$ cat src/dbcs_pkg.sv
// shared types and constants of the double-byte code page decoder
package dbcs_pkg;

   localparam int BYTE_W   = 8;
   localparam int CODE_W   = 16;
   localparam int ENTRY_W  = 3 * CODE_W;
   localparam int INDEX_W  = CODE_W + 1;
   localparam int COUNT_W  = 7;
   localparam int LEAD_DEPTH = 256;

   localparam logic [CODE_W-1:0] NO_MAPPING = 16'hFFFF;

   // register index of range_count on the csr port
   localparam logic REG_RANGE_COUNT = 1'b0;

   typedef enum logic [1:0] {
      CMD_LOAD_LEAD  = 2'd0,
      CMD_LOAD_RANGE = 2'd1,
      CMD_LOAD_TABLE = 2'd2,
      CMD_CONVERT    = 2'd3
   } command_type;

   typedef enum logic [1:0] {
      ST_IDLE,
      ST_LEAD,
      ST_SCAN,
      ST_TABLE
   } state_type;

   typedef struct packed {
      logic               hit;
      logic               in_bounds;
      logic [INDEX_W-1:0] index;
   } range_hit_type;

endpackage

$ cat src/dbcs_range_unit.sv
// shared range compare and table index unit, one descriptor per use
module dbcs_range_unit #(
   parameter int TABLE_DEPTH = 16384
) (
   input  logic [dbcs_pkg::CODE_W-1:0]  code,
   input  logic [dbcs_pkg::ENTRY_W-1:0] entry,
   output dbcs_pkg::range_hit_type      result
);

   logic [dbcs_pkg::CODE_W-1:0] lo;
   logic [dbcs_pkg::CODE_W-1:0] hi;
   logic [dbcs_pkg::CODE_W-1:0] base;
   logic [dbcs_pkg::CODE_W-1:0] offset;

   assign lo     = entry[3*dbcs_pkg::CODE_W-1:2*dbcs_pkg::CODE_W];
   assign hi     = entry[2*dbcs_pkg::CODE_W-1:dbcs_pkg::CODE_W];
   assign base   = entry[dbcs_pkg::CODE_W-1:0];
   assign offset = code - lo;

   always_comb begin
      result.hit       = (code >= lo) && (code <= hi);
      result.index     = {1'b0, base} + {1'b0, offset};
      result.in_bounds = result.index < dbcs_pkg::INDEX_W'(TABLE_DEPTH);
   end

endmodule
$ cat config.mk
export PLATFORM = sky130hd
export DESIGN_NAME = dbcs_range_unit
export DESIGN_NICKNAME = d
export VERILOG_FILES = /design/src/dbcs_pkg.sv /design/src/dbcs_range_unit.sv
export SDC_FILE = /design/constraint.sdc
export NUM_CORES = 1
export LEC_CHECK = 0
export BUFFER_PORTS_ARGS = -buffer_cell sky130_fd_sc_hd__buf_2
export CAP_MARGIN = 15
export CORE_UTILIZATION = 52
export DETAILED_ROUTE_END_ITERATION = 12
export PLACE_DENSITY_LB_ADDON = 0.1
export RECOVER_POWER = 100
export SETUP_SLACK_MARGIN = 0.5
export SYNTH_ARGS = -nofsm -noshare
export SYNTH_HDL_FRONTEND = slang
export SYNTH_SLANG_ARGS = --single-unit
$ cat constraint.sdc
create_clock -name vclk -period 5.1
set_input_delay 0.51 -clock vclk [all_inputs]
set_output_delay 0.51 -clock vclk [all_outputs]
set_load 0.01 [all_outputs]
==> results.sh <==
export IMPL_gp_congestion=0.890
export IMPL_hp_class="in2out"
export IMPL_die_area_um2=4190
export IMPL_tns_ns=0
export IMPL_wl_per_cell_um=11.8
export IMPL_start_kind="primary input"
export IMPL_worstPathArrival_ns=3.95
export IMPL_drt_antenna_violating_nets=0
export IMPL_clkbuf_count=0
export IMPL_netlist_area_leader_share_pct=30.6
export IMPL_met2WireLength_um=2150
export IMPL_cp_max_fo=5
export IMPL_total_power_mw=0.528
export IMPL_core_area_um2=3720
export IMPL_min_period_ns=4.46
export IMPL_top_layer="met4"
export IMPL_synth_most_common_cell="ha_1"
export IMPL_diodes=0
export IMPL_startpoint="code[0]"
export IMPL_setup_viol=0
export IMPL_drc=0
export IMPL_avgViaCountPerCell=5.40
export IMPL_io_buffers=83
export IMPL_dieHeight_um=64.7
export IMPL_initial_core_util_pct=55.1
export IMPL_vias=2207
export IMPL_max_freq_mhz=224
export IMPL_grt_pass1_vias=2002
export IMPL_drt_pass1_iterations=4
export IMPL_track_usage_pct=22.9
export IMPL_synth_distinct_cells=49
export IMPL_rsz0062_at_grt="false"
export IMPL_path_class="in2out"
export IMPL_dp_hpwl_um=4150
export IMPL_holdPathStages=3
export IMPL_rows=22
export IMPL_endpoint_kind="output pin"
export IMPL_ys_warn_count=0
export IMPL_synth_avg_cell_area_um2=7.36
export IMPL_p_leak_nw=1.39
export IMPL_finalWirelength_um=4820
export IMPL_areaGrowthSynthToFinish_pct=23.3
export IMPL_cp_required_ns=4.59
export IMPL_antenna_found_initial=0
export IMPL_synth_nets=394
export IMPL_yosysSeqAreaShare_pct=0
export IMPL_worst_pin_slew_ns=0.646
export IMPL_wl_met3_um=210
export IMPL_grt_ovfl_total=0
export IMPL_dr_first_iter_drc_count=97
export IMPL_grt_pass1_wl_um=8090
export IMPL_synth_area_leaders="ha_1 (31%), inv_1 (7.5%), xnor2_1 (7.3%)"
export IMPL_max_slew_margin_pct=56.6
export IMPL_finalHoldViolCount=0
export IMPL_yosys_area_top_type="ha_1"
export IMPL_irDropWorstVdd_uv=59.0
export IMPL_status="completed"
export IMPL_setup_worst_path_end="result[17]"
export IMPL_n_sequential_cell=0
export IMPL_grt_max_degree=10
export IMPL_post_route_period_util_pct=87.4
export IMPL_postCtsHoldBufs=0
export IMPL_num_nets_final=479
export IMPL_area_sequential_um2=0
export IMPL_layout_drive_gt1_share_pct=23.5
export IMPL_finalMaxSlewViolations=0
export IMPL_synth_cells_most_frequent="ha_1 (50), inv_1 (41), nor2_1 (21)"
export IMPL_ios=83
export IMPL_dieWidth_um=64.7
export IMPL_final_util_pct=67.9
export IMPL_powerDensity_nw_per_um2=209
export IMPL_met1_length_um=2440
export IMPL_synth_area_um2=2050
export IMPL_drv_cap=0
export IMPL_synth_cells=278
[per-layer routing]
metal | track usage [%] | up-vias
met2 | 41.5 | 76
met3 | 0.176 | 2
li1 | - | 1174
met5 | 0 | -
met4 | 0.833 | 0
met1 | 31.4 | 955
[worst min-delay path by stage]
stage | start | end | slack, ns
global route | entry[0] | result[0] | 1.39
floorplan | entry[0] | result[0] | 1.17
detailed placement | entry[0] | result[0] | 1.33
global placement | entry[0] | result[0] | 1.32
CTS | entry[0] | result[0] | 1.33
finish | entry[0] | result[0] | 1.35
[logic make-up after synthesis]
family          count (synthesis)  share of synthesized area, %
xor+xnor                       22                          9.41
simple gates                   72                          17.6
mux                             1                         0.489
buf+inv                        43                          7.95
compound gates                 88                          32.0
fa+ha+maj                      52                          32.5
[cells in the final DEF, fill, tap and decap left out, types with 3 or more instances in the layout]
master	synthesis	final
a211o_1	3	3
a21o_1	12	12
a21oi_1	19	19
and3_1	3	3
buf_2	1	72
clkbuf_1	0	12
ha_1	50	50
inv_1	41	41
nand2_1	12	12
nand2b_1	5	5
nand3_1	8	8
nand4_1	5	5
nor2_1	21	21
nor2b_1	5	5
nor3_1	7	7
o21a_1	7	7
o21ai_0	11	12
o21bai_1	4	4
xnor2_1	17	17
xor2_1	5	5
[stage by stage]
stage / cell area (µm²) / hold WS, ns / worst slack, ns / std cells
2_1_floorplan: 2050 / 1.17 / 0.959 / 278
6_report: 2520 / 1.35 / 0.641 / 409
3_5_place_dp: 2510 / 1.33 / 0.463 / 407
5_1_grt: 2520 / 1.39 / 0.399 / 409
4_1_cts: 2510 / 1.33 / 0.559 / 407
3_3_place_gp: 2510 / 1.32 / 0.660 / 407
[timing repair]
action | CTS | global route
buffers inserted | 0 | 2
resized for setup | 2 | 6
pin swaps | 1 | 5
setup endpoints to repair | 1 | 2
[power by group]
part           internal, mW  switching, mW
Clock                     0              0
Sequential                0              0
Combinational         0.236          0.291
[critical path, cell delays in order]
cell and delay, ns:
buf_2 0.07, inv_1 0.04, ha_1 0.22, fa_1 0.41
nor2b_1 0.17, o21bai_1 0.11, a21boi_2 0.20, clkbuf_1 0.17
a2111oi_4 0.11, o311ai_0 0.47, ha_1 0.39, a21o_1 0.21
a211o_1 0.27, o211a_1 0.15, nor4b_2 0.25, clkbuf_1 0.19
[cell type report]
type                            instances  area (µm²)
Fill cell                             369        1190
Inverter                               41         154
Multi-Input combinational cell        235        1900
Tap cell                               48        60.1
Timing Repair Buffer                   85         413
(Power assumes the default switching activity.)
